### config.mk
export PLATFORM = sky130hd
export DESIGN_NAME = psoa_ram
export DESIGN_NICKNAME = d
export VERILOG_FILES = /design/src/rtl/psoa_ram.sv
export SDC_FILE = /design/constraint.sdc
export NUM_CORES = 1
export LEC_CHECK = 0
export BUFFER_PORTS_ARGS = -buffer_cell sky130_fd_sc_hd__buf_2
export CAP_MARGIN = 20
export CELL_PAD_IN_SITES_DETAIL_PLACEMENT = 1
export CELL_PAD_IN_SITES_GLOBAL_PLACEMENT = 1
export CORE_MARGIN = 5
export CORE_UTILIZATION = 35
export CTS_CLUSTER_SIZE = 12
export DETAILED_ROUTE_END_ITERATION = 10
export PLACE_DENSITY = 0.6
export SLEW_MARGIN = 15
export SYNTH_ARGS = -nofsm -noshare
export SYNTH_HDL_FRONTEND = slang
export SYNTH_SLANG_ARGS = --single-unit
### constraint.sdc
create_clock -name clock -period 10.55 [get_ports clock]
set_input_delay 1.5825 -clock clock [delete_from_list [all_inputs] [get_ports clock]]
set_output_delay 1.5825 -clock clock [all_outputs]
set_load 0.02 [all_outputs]
### src/rtl/psoa_ram.sv
// generic single write, single read memory with registered read data
// no dependencies
module psoa_ram #(
   parameter int WIDTH = 64,
   parameter int DEPTH = 16
) (
   input  logic                     clock,
   input  logic                     we,
   input  logic [$clog2(DEPTH)-1:0] waddr,
   input  logic [WIDTH-1:0]         wdata,
   input  logic [$clog2(DEPTH)-1:0] raddr,
   output logic [WIDTH-1:0]         rdata
);

   logic [WIDTH-1:0] mem_ff [DEPTH];
   logic [WIDTH-1:0] rdata_ff;

   always_ff @(posedge clock) begin
      if (we) begin
         mem_ff[waddr] <= wdata;
      end
      rdata_ff <= mem_ff[raddr];
   end

   assign rdata = rdata_ff;

endmodule

# --- Word-level counts from Yosys, hierarchy flattened ---
# Memories as Yosys holds them, arrays and structs flattened. A register that Yosys moved wholly into a read port is not among the register bits.
# Index checks and enable logic that the tools add are counted.
totals:
  ram_bits: 1024
  n_memories: 1
  mem_bits_ro: 0
  reg_bits: 0
  elab_cells: 3
  output_inout_bits: 64
  in_bits: 74
  latch_bits: 0
memory_table:
  columns: ["name", "words", "width", "rd", "rd_ports_with_merged_regs", "write_ports", "line_no", "text"]
  rows:
  - ["mem_ff", 16, 64, 1, 1, 1, "15", "logic [WIDTH-1:0] mem_ff [DEPTH];"]
classes:
  muxes: 2
  magnitude_cmp: 0
  mul: 0
  reduce_logical: 0
  div: 0
  bitwise: 0
  addsub: 0
  shifts: 0
  eq_ne: 0
ops:
  columns: ["cell", "count"]
  rows:
  - ["two-way mux 1 bit", 2]

# --- Longest topological paths before layout ---
logic_depth:
  depth_word: 2
  depth_mapped: 6
  depth_no_buf: 3

# --- Worst setup path after synthesis ---
# No wires, ideal clock.
synth_timing:
  path_type: "input-to-reg"
  start: "input port waddr[2]"
  end: "memory mem_ff[0][0] (enable)"
  arrival_time_ns: 6.446
  setup_slack_ns: 3.539
  stages: 2
  setup_time_ns: 0.565
  path_cell_list: "or3b_2 > nor3_1"
synth_lines:
  columns: ["element", "line_no", "text"]
  rows:
  - ["from (decl)", "9", "input logic [$clog2(DEPTH)-1:0] waddr,"]
  - ["to (decl)", "15", null]
# No word-level cell before the write port.

==> out/results.tsv <==
stage	metric	value	unit
finish	P&R area growth vs syn	15.51	%
route	vias post-DR	18001	
placement	GPL Wtd Cong	0.6821	
finish	NumNets Final	1929	
worst_setup_path	worst reg2reg path endpoint	rdata[15]	
grt	initial antenna violation count	26	
logic_synthesis	Synth Cell Area	39580	um^2
route	drt first pass iters	4	
floorplanning	die height	346.3	um
power_and_ir_drop	switching power	1904	uW
logic_synthesis	Ys Warns	0	
placement	Cells after DPL	3240	
timing	Setup Viol. Count Final	0	
worst_setup_path	Critical Path RT	11.09	ns
placement	dpl hpwl	48310	um
cts	Root Driver	clkbuf_16	
finish	Final Util	40.70	%
power_and_ir_drop	internal power	7197	uW
finish	share of post-route cells with drive strength above 1	31.03	%
grt	first-pass GRT wire length	141100	um
cts	post-CTS setup buffers	0	
worst_setup_path	Worst Path Max Fanout	107	
power_and_ir_drop	Comb pwr share	4.9	%
finish	non-filler instance count after layout	3447	
grt	vias in the first global route	19746	
logic_synthesis	Synth Register Bits	1088	
cts	number of gates resized after cts	0	
cts	worst skew pair latency	0.67	ns
cts	CTS tree	yes	
logic_synthesis	count of cell types in the netlist	18	
placement	I/O Buffers	137	
route	DRC viols	0	
worst_setup_path	R2R depth	3	
grt	Total GRT Usage	16.02	%
timing	Sum Neg Setup Slack	0	ns
timing	Pins Over Slew Limit	0	
route	antenna viol nets, final	0	
cts	H-tree depth	3	
route	DRT iter0 DRCs	1685	
cts	Max clock buf depth	3	
worst_hold_path	hold_sp	mem_ff[14][34]	
floorplanning	Starting Density	35.23	%
route	Vias/cell	5.222	
power_and_ir_drop	Power Density	199.0	nW/um^2
timing	Worst-Margin Slew	1.105	ns
timing	unrepaired setup endpoints after global routing	false	
floorplanning	Rows	123	
grt	largest net degree at the start of global routing	169	
power_and_ir_drop	sequential share of power	53.5	%
timing	fmax	245.3	MHz
power_and_ir_drop	clock power share	41.6	%
logic_synthesis	cells after synthesis	1647	
worst_setup_path	CP Class	input port to flop	
finish	Finished Cell Area	45720	um^2
logic_synthesis	Synth Net Count	1721	
cts	Clock transition at path regs	0.06	ns
floorplanning	die area	119900	um^2
placement	Area after DPL	42210	um^2
worst_setup_path	crit path capture type	flop	
route	routed len/inst	28.13	um
grt	global route overflow	0	
outcome	status	finished, final reports clean	
cts	clk sinks	1088	
floorplanning	Placeable Area	112300	um^2
worst_setup_path	origin of the critical flop-to-flop path	mem_ff[3][15]	
logic_synthesis	sequential share of the synthesized area	80.92	%
worst_hold_path	hold path depth	3	
power_and_ir_drop	Sw Share	20.92	%
cts	total CTS buffers	113	
power_and_ir_drop	Leakage	0.01450	uW
worst_setup_path	Startpoint Class	input port	
worst_setup_path	Worst R2R Setup Slack	9.13	ns
timing	post-route clock skew	0.01999	ns
timing	period utilization	38.65	%
power_and_ir_drop	VDD IR max	0.1169	mV
logic_synthesis	Syn Area/Cell	24.03	um^2
route	final wirelength	96960	um
timing	final count of hold timing violations	0	
floorplanning	# IOs	138	
floorplanning	Die Width	346.3	um
run	max_cap viols	0	
worst_hold_path	worst hold endpoint	rdata[34]	
worst_hold_path	min-delay worst type	flop to flop	
cts	cts hold-fix bufs	0	
timing	Final min period	4.077	ns
worst_setup_path	CP arrival	4.62	ns
timing	Slew HR	26.34	%
## placed cells by master, fill, tap and decap left out, types with 6 or more instances in the layout
cell type  netlist  final
a22oi_1        128    128
buf_2           13    135
buf_4            6     36
bufinv_16        0      6
clkbuf_1        36     39
clkbuf_16        0    113
clkbuf_8         0     12
clkinv_1         0     15
clkinv_2         0     13
dfxtp_1         64     64
edfxtp_1      1024   1024
mux4_2         256    256
nand2_1         65     65
nor2_4           0     13
## worst max-delay path: stages
cell and delay [ns]:
buf_8 0.34, buf_12 0.64, buf_4 0.88, mux4_2 0.60, a22oi_1 0.23, nand2_1 0.09
## stage by stage
stage	setup WS, ns	hold slack (ns)	power, uW
2_1_floorplan	3.539	0.6349	5215
3_5_place_dp	5.618	0.6623	5423
5_1_grt	6.152	0.6943	9444
3_3_place_gp	5.696	0.6493	5403
4_1_cts	6.325	0.6747	9211
6_report	6.473	0.6723	9101
## synthesized netlist by cell type, drive strengths merged
cell    number  area [um^2]
a22oi      128        960.9
and2         1        6.260
buf         48        316.5
clkbuf      36        135.1
dfxtp       64         1281
edfxtp    1024        30750
mux4       256         5766
nand2       65        244.0
nand2b       2        12.51
nand3        1        5.000
nand3b       2        15.01
nor2        13        48.80
nor2b        2        12.51
nor3         4        20.02
or3b         1        8.760
## logic make-up (layout without fill, tap and decap cells)
| kind of cell | count (synthesis) | after routing | share of synthesized area (%) |
|---|---|---|---|
| mux | 256 | 256 | 14.57 |
| compound gates | 128 | 128 | 2.428 |
| buf+inv | 84 | 380 | 1.141 |
| simple gates | 91 | 91 | 0.9420 |
| other cells | 0 | 4 | 0 |
| flops | 1088 | 1088 | 80.92 |
## layer usage
| metal | GRT usage (%) | wire length [um] |
|---|---|---|
| met5 | 0 | 101 |
| met4 | 3.366 | 1934 |
| met3 | 3.380 | 5626 |
| met2 | 26.58 | 47480 |
| met1 | 22.09 | 41810 |
## sequential cells by signal, summed over array words and instances (netlist names)
signal / cells
mem_ff: 1024
rdata: 64
## final cells by class
cell class	count	area [um^2]
timing repair buffer	177	1071
sequential	1088	32030
tap	1500	1877
clock buffer	164	3139
clock inverter	39	360.3
fill	10524	66620
antenna	4	10.01
multi-input combinational	475	7234
## worst max-delay path by stage
stage          startpoint      endpoint  slack, ns  depth (start not counted)
3_5_place_dp     raddr[0]     rdata[18]       5.62                          6
2_1_floorplan    waddr[2]  mem_ff[0][0]       3.54                          2
3_3_place_gp     raddr[0]     rdata[17]       5.70                          6
4_1_cts          raddr[0]     rdata[18]       6.32                          6
5_1_grt          raddr[0]     rdata[18]       6.15                          6
6_report         raddr[0]     rdata[21]       6.47                          6
## power by group through the flow
stage	clock network (uW)	logic [uW]	registers [uW]
after floorplan	0	230	4990
after global placement	0	445	4960
after detailed placement	0	459	4960
after CTS	3880	459	4870
after global routing	4080	483	4880
final	3780	448	4870
Power figures use the tool's default switching activity.
