$ cat src/rtl/psoa_pkg.sv
// shared types and constants of the multi-server offset aggregator
// no dependencies
package psoa_pkg;

   localparam int TS_W            = 64;
   localparam int DEF_MAX_SERVERS = 16;
   localparam int DEF_FAULT_LIMIT = 1;
   localparam int IDX_W           = 4;
   localparam int CNT_W           = 5;

   localparam logic [CNT_W-1:0] CNT_RESET = 5'd4;

   localparam logic KIND_SYNC = 1'b0;
   localparam logic KIND_RESP = 1'b1;
   localparam logic RES_REQ   = 1'b0;
   localparam logic RES_MEAS  = 1'b1;

   typedef enum logic [4:0] {
      ST_IDLE,
      ST_R_RD,
      ST_R_SUM,
      ST_R_HALF,
      ST_A_I,
      ST_A_IWAIT,
      ST_A_J,
      ST_A_JWAIT,
      ST_A_SQ,
      ST_A_SCW,
      ST_A_INEXT,
      ST_P_INIT,
      ST_P_START,
      ST_P_SCAN,
      ST_P_CMP,
      ST_P_PICK,
      ST_P_PWAIT,
      ST_P_DIV,
      ST_P_END,
      ST_DONE
   } state_type;

   // partial product order of the square unit
   typedef enum logic [1:0] {
      SQ_LL,
      SQ_LH,
      SQ_HH
   } sq_step_type;

   typedef struct packed {
      logic start;
      logic clear;
   } sq_ctl_type;

endpackage

$ cat src/rtl/psoa_sqacc.sv
// square-and-accumulate unit: adds the exact square of a 64-bit magnitude
// to a wide score using one 32x32 multiplier over three products
// depends on psoa_pkg
module psoa_sqacc import psoa_pkg::*; #(
   parameter int SCORE_W = 2 * TS_W + 4
) (
   input  logic               clock,
   input  logic               reset,
   input  sq_ctl_type         ctl,
   input  logic [TS_W-1:0]    mag,
   output logic               busy,
   output logic [SCORE_W-1:0] acc
);

   logic [31:0]        xl_ff, xh_ff;
   sq_step_type        step_ff, step_in;
   logic               issue_ff, issue_in;
   logic [63:0]        prod_ff, prod_in;
   sq_step_type        pstep_ff;
   logic               pv_ff;
   logic [SCORE_W-1:0] acc_ff, acc_in, addend;
   logic [31:0]        ma, mb;

   always_comb begin
      unique case (step_ff)
         SQ_LL:   begin ma = xl_ff; mb = xl_ff; end
         SQ_LH:   begin ma = xl_ff; mb = xh_ff; end
         SQ_HH:   begin ma = xh_ff; mb = xh_ff; end
         default: begin ma = '0;    mb = '0;    end
      endcase
      prod_in = 64'(ma) * 64'(mb);
      step_in = step_ff;
      issue_in = issue_ff;
      if (ctl.start) begin
         step_in  = SQ_LL;
         issue_in = 1'b1;
      end else if (issue_ff) begin
         unique case (step_ff)
            SQ_LL:   step_in = SQ_LH;
            SQ_LH:   step_in = SQ_HH;
            default: issue_in = 1'b0;
         endcase
      end
      // cross term counts twice, hence the extra shift bit
      unique case (pstep_ff)
         SQ_LL:   addend = SCORE_W'(prod_ff);
         SQ_LH:   addend = SCORE_W'(prod_ff) << 33;
         SQ_HH:   addend = SCORE_W'(prod_ff) << 64;
         default: addend = '0;
      endcase
      acc_in = acc_ff;
      if (ctl.clear) begin
         acc_in = '0;
      end else if (pv_ff) begin
         acc_in = acc_ff + addend;
      end
   end

   always_ff @(posedge clock) begin
      if (reset) begin
         issue_ff <= 1'b0;
         pv_ff    <= 1'b0;
         step_ff  <= SQ_LL;
      end else begin
         issue_ff <= issue_in;
         pv_ff    <= issue_ff;
         step_ff  <= step_in;
      end
      if (ctl.start) begin
         xl_ff <= mag[31:0];
         xh_ff <= mag[63:32];
      end
      prod_ff  <= prod_in;
      pstep_ff <= step_ff;
      acc_ff   <= acc_in;
   end

   assign busy = issue_ff | pv_ff;
   assign acc  = acc_ff;

endmodule

$ cat config.mk
export PLATFORM = sky130hd
export DESIGN_NAME = psoa_sqacc
export DESIGN_NICKNAME = d
export VERILOG_FILES = /design/src/rtl/psoa_pkg.sv /design/src/rtl/psoa_sqacc.sv
export SDC_FILE = /design/constraint.sdc
export NUM_CORES = 2
export LEC_CHECK = 0
export BUFFER_PORTS_ARGS = -buffer_cell sky130_fd_sc_hd__buf_4
export CELL_PAD_IN_SITES_DETAIL_PLACEMENT = 1
export CELL_PAD_IN_SITES_GLOBAL_PLACEMENT = 1
export CORE_UTILIZATION = 45
export DETAILED_ROUTE_END_ITERATION = 16
export PLACE_DENSITY_LB_ADDON = 0.15
export SYNTH_ARGS = -nofsm -noshare
export SYNTH_HDL_FRONTEND = slang
export SYNTH_SLANG_ARGS = --single-unit
$ cat constraint.sdc
create_clock -name clock -period 9.78 [get_ports clock]
set_input_delay 1.467 -clock clock [delete_from_list [all_inputs] [get_ports clock]]
set_output_delay 1.467 -clock clock [all_outputs]
set_load 0.05 [all_outputs]
Word level (Yosys, flattened, before mapping)
Index checks and enable logic that the tools add are counted.

Flip-flop bits (word level): 266. Memory bits (read-only): 0. Memory bits (writable): 0. Word-level logic and storage cells: 29. Memories: 0. Bits in latches: 0. Input port bits: 68.

Bitwise operators: 1. Reductions and logical operators: 7. Add/sub/neg operators: 1. Mux-type cells: 7. $lt $le $gt $ge: 0. Equal/unequal tests: 4. Divide/modulo/power cells: 0. Shift operators: 0. $mul: 1.

Operators by type and width (count): 128-bit case mux with 3 select lines (1); 132-bit adder (1); 32-bit case mux with 2 select lines (2); 32-bit by 32-bit multiplier with 64-bit output (1); 2-bit OR reduction (3); 2-bit by 1-bit == test with 1-bit output (second input constant) (2); 2-bit == test (second input constant) (2); 2-bit zero test (2); 2-bit case mux with 2 select lines (1); 1-bit two-way mux (3); 2-bit AND reduction (1); 2-bit nonzero test (1); 1-bit OR (1).

Logic depth before layout (Yosys ltp)
Depth after elaboration: 5. Depth in mapped cells: 38. Mapped depth without buffers: 32.

Worst setup path before layout
OpenSTA, ideal clock, no wires.

Path type: register to register. Start point: register step_ff[0]. End point: register prod_ff[63]. Clock period less this slack: 9.062 ns. Data arrival time: 8.942 ns. Path slack: 0.718 ns. Library setup time: 0.121 ns. Cell stages (with the launch flop): 36. Cell sequence: dfxtp_1 inv_1 ha_1 clkbuf_1 clkbuf_1 or2_2 clkbuf_1 buf_1 a22oi_1 clkbuf_1 nor2_1 fa_1 fa_1 fa_1 inv_1 fa_1 inv_1 fa_1 inv_1 fa_1 inv_1 fa_1 inv_1 fa_1 inv_1 ha_1 clkbuf_1 nand2_1 or4_1 a211oi_1 o41ai_2 o211ai_1 a41oi_1 o211ai_1 a31oi_1 xnor2_1.

Word-level cells in the longest chain between the ends: 4.

Ends and longest elaborated chain: start, declared (line psoa_sqacc.sv:16) `sq_step_type step_ff, step_in;`; start signal, assigned (line psoa_sqacc.sv:67) `step_ff <= step_in;`; 2-bit by 1-bit == test with 1-bit output, or another cell as far along (line psoa_sqacc.sv:25) `unique case (step_ff)`; 2-bit OR reduction (no source line); 32-bit case mux with 2 select lines (line psoa_sqacc.sv:25); 32-bit by 32-bit multiplier with 64-bit output (*) (line psoa_sqacc.sv:31) `prod_in = 64'(ma) * 64'(mb);`; net prod_in[63] (line psoa_sqacc.sv:18) `logic [63:0] prod_ff, prod_in;`; end signal, assigned (line psoa_sqacc.sv:73) `prod_ff <= prod_in;`; end, declared (line psoa_sqacc.sv:18).

Mark *: on every way through the listed nets, which the timed path passes. The rest lies on a longest branch. A chain may end at the register's enable or synchronous reset.

Worst setup path after layout
Start point: register step_ff[0]. End point: register prod_ff[57].

Same word-level chain as after synthesis.

==> flow_summary.yaml <==
run:
  cap_violations: 0
die:
  row_count: 123
  die_y_um: 340
  pin_count: 201
  die_x_um: 340
  start_util: 0.455
  die-area_mm2: 0.115
  core_area_mm2: 0.113
clock_network:
  path_clk_slew_ns: 0.06
  ctsLongestPathBuffers: 3
  cts-root-buf: "clkbuf_16"
  hold_buffers: 0
  clock-sinks: 266
  clock_latency_ns: 0.61
  cts_buffers: 34
  cts_tree: "yes"
  htree_levels: 2
global_route:
  grt_max_degree: 85
  antenna_found_initial: 1
  grt_use_total: 0.379
  grt-ovfl-total: 0
  grt_pass1_wl_um: 322000
  grt_pass1_vias: 49000
finish:
  nNetsFinal: 7543
  area_growth_pct: 8.88
  drive_gt1_frac: 0.0880
  layout_commonest_cell: "inv_1"
  final_cell_mix: "956 x inv_1, 897 x fa_1, 856 x nor2_1, 710 x nand2_1, 393 x ha_1"
worst_setup_path:
  cp.required_ns: 10.30
  cp-start-kind: "register"
  critical_path_class: "reg -> reg"
  crit_top_cell: "fa_1"
  end_kind: "register"
  arrival_ns: 10.09
  worstRegToRegCells: 30
  crit_slowest_cell: "ha_2"
  crit_fanout: 33
  slowest_delay_ns: 0.63
synth:
  synth_ff_type: "dfxtp_1"
  synth_edf_count: 64
  syn-cell-area_mm2: 0.0513
  avgSynthCellArea_um2: 8.38
  ys_ff_latch: 266
  yosys_warnings: 0
  synth.distinct_cells: 97
  syn-instance-count: 6126
  synthesis.nets: 7486
  synth-async-reset-ratio: 0
  yosysSeqAreaShare: 0.116
timing:
  period_share: 0.978
  max_freq_ghz: 0.105
  fin_setup_tns_ns: 0
  hold_viol: 0
  rsz0062_at_grt: "yes"
  slew_viol_final: 0
  slew_headroom: 0.177
  fin_skew_ns: 0.0228
  finalSetupViolations: 0
  finalCriticalPeriod_ns: 9.57
  worst_slew_pin_slew_ns: 1.23
drt:
  vias: 45500
  drtIter0Drc: 3528
  wirelength_um: 219000
  drtPass1Iterations: 6
  route.detailed.drc: 0
  routedWlPerCell_um: 28.4
  final_antenna_net_count: 0
  via_per_inst: 5.91
placement:
  portBuffers: 200
  gp_congestion: 0.964
  dp_hpwl_um: 181000
run_status:
  status: "completed"
min_path:
  hold_path_depth: 0
  hold_path_class: "reg -> reg"
worst paths after layout:
| check | startpoint | endpoint | slack (ns) |
|---|---|---|---|
| worst max-delay path | step_ff[0] | prod_ff[57] | 0.21 |
| worst min-delay path | step_ff[0] | pstep_ff[0] | 0.40 |
| worst max register to register | step_ff[0] | prod_ff[57] | 0.21 |
| worst min register to register | step_ff[0] | pstep_ff[0] | 0.40 |
layout make-up:
cell class / instances / area (um2)
flip-flops and latches: 266 / 5970
clock buffers: 41 / 887
diodes: 2 / 5.00
inverters: 959 / 3600
multi-input cells: 4540 / 40400
clock inverters: 19 / 230
repair buffers: 382 / 2970
well taps: 1500 / 1880
fillers: 13400 / 56900
cell usage after synthesis (11+ instances only):
cell	number	area (um2)
buf_2	25	125
nand2_1	711	2670
xor2_1	70	613
a21o_1	91	683
o21ai_0	185	926
a21oi_1	303	1520
or2_2	43	269
nand3_1	41	205
nor2b_1	17	106
or3_1	13	81.3
mux2i_1	77	771
edfxtp_1	64	1920
a22oi_1	66	495
ha_1	395	4940
o21a_1	28	210
xnor2_1	89	780
nor4_1	11	68.8
o21bai_1	50	375
dfxtp_1	202	4040
a22o_1	66	578
o31ai_1	22	165
o211ai_1	17	128
and3_1	21	131
nand2b_1	17	106
and2_1	69	432
a211oi_1	32	240
nor3_1	63	315
nand4_1	96	601
buf_1	25	93.8
clkbuf_1	288	1080
a31oi_1	25	156
nor2_1	864	3240
fa_1	897	18000
inv_1	957	3590
stage by stage:
step	cell area [um2]	utilization	instances	hold slack, ns	setup WS [ns]
after floorplan	51300	-	6126	0.372	0.718
after global placement	54700	0.485	7644	0.376	0.226
after detailed placement	54700	0.485	7644	0.387	0.0494
after CTS	55800	0.495	7704	0.397	0.0649
after global routing	55900	0.496	7707	0.416	-0.0117
final	55900	0.496	7709	0.400	0.213
worst max-delay path, delay by kind of cell (launching register included):
kind            cells  cell delay [ns]
compound gates      5             1.46
xor+xnor            1             0.19
buf+inv             9             1.20
fa+ha+maj          10             5.18
flops               1             0.34
simple gates        5             1.06
logic make-up after synthesis:
| kind of cell | count (synthesis) | synth area share |
|---|---|---|
| XOR/XNOR | 159 | 0.0271 |
| buffers and inverters | 1320 | 0.0999 |
| flip-flops | 266 | 0.116 |
| multiplexers | 79 | 0.0155 |
| adder cells (fa/ha/maj) | 1292 | 0.446 |
| AO/OA/AOI/OAI | 1010 | 0.129 |
| AND/OR/NAND/NOR | 2000 | 0.166 |
metal layers:
metal	track usage	share of wire	vias to the layer above	routed length (um)
li1	-	-	19700	-
met1	0.477	0.40	23200	86700
met2	0.607	0.45	2026	99500
met3	0.0701	0.081	588	17700
met4	0.227	0.070	2	15400
met5	0	0.000059	-	13
state kept, by name, summed over array words and instances (netlist names):
register  count
xh_ff        32
prod_ff      64
issue_ff      1
pv_ff         1
pstep_ff      2
step_ff       2
xl_ff        32
acc         132
what timing repair did:
action,CTS,global route
hold endpoints to repair,0,0
resized for setup,0,9
endpoints found under the setup margin,0,9
buffers inserted,0,3
Power is left out: the tool's default activity adds up to more than one toggle a clock period on the data nets, which glitch-free logic cannot reach.
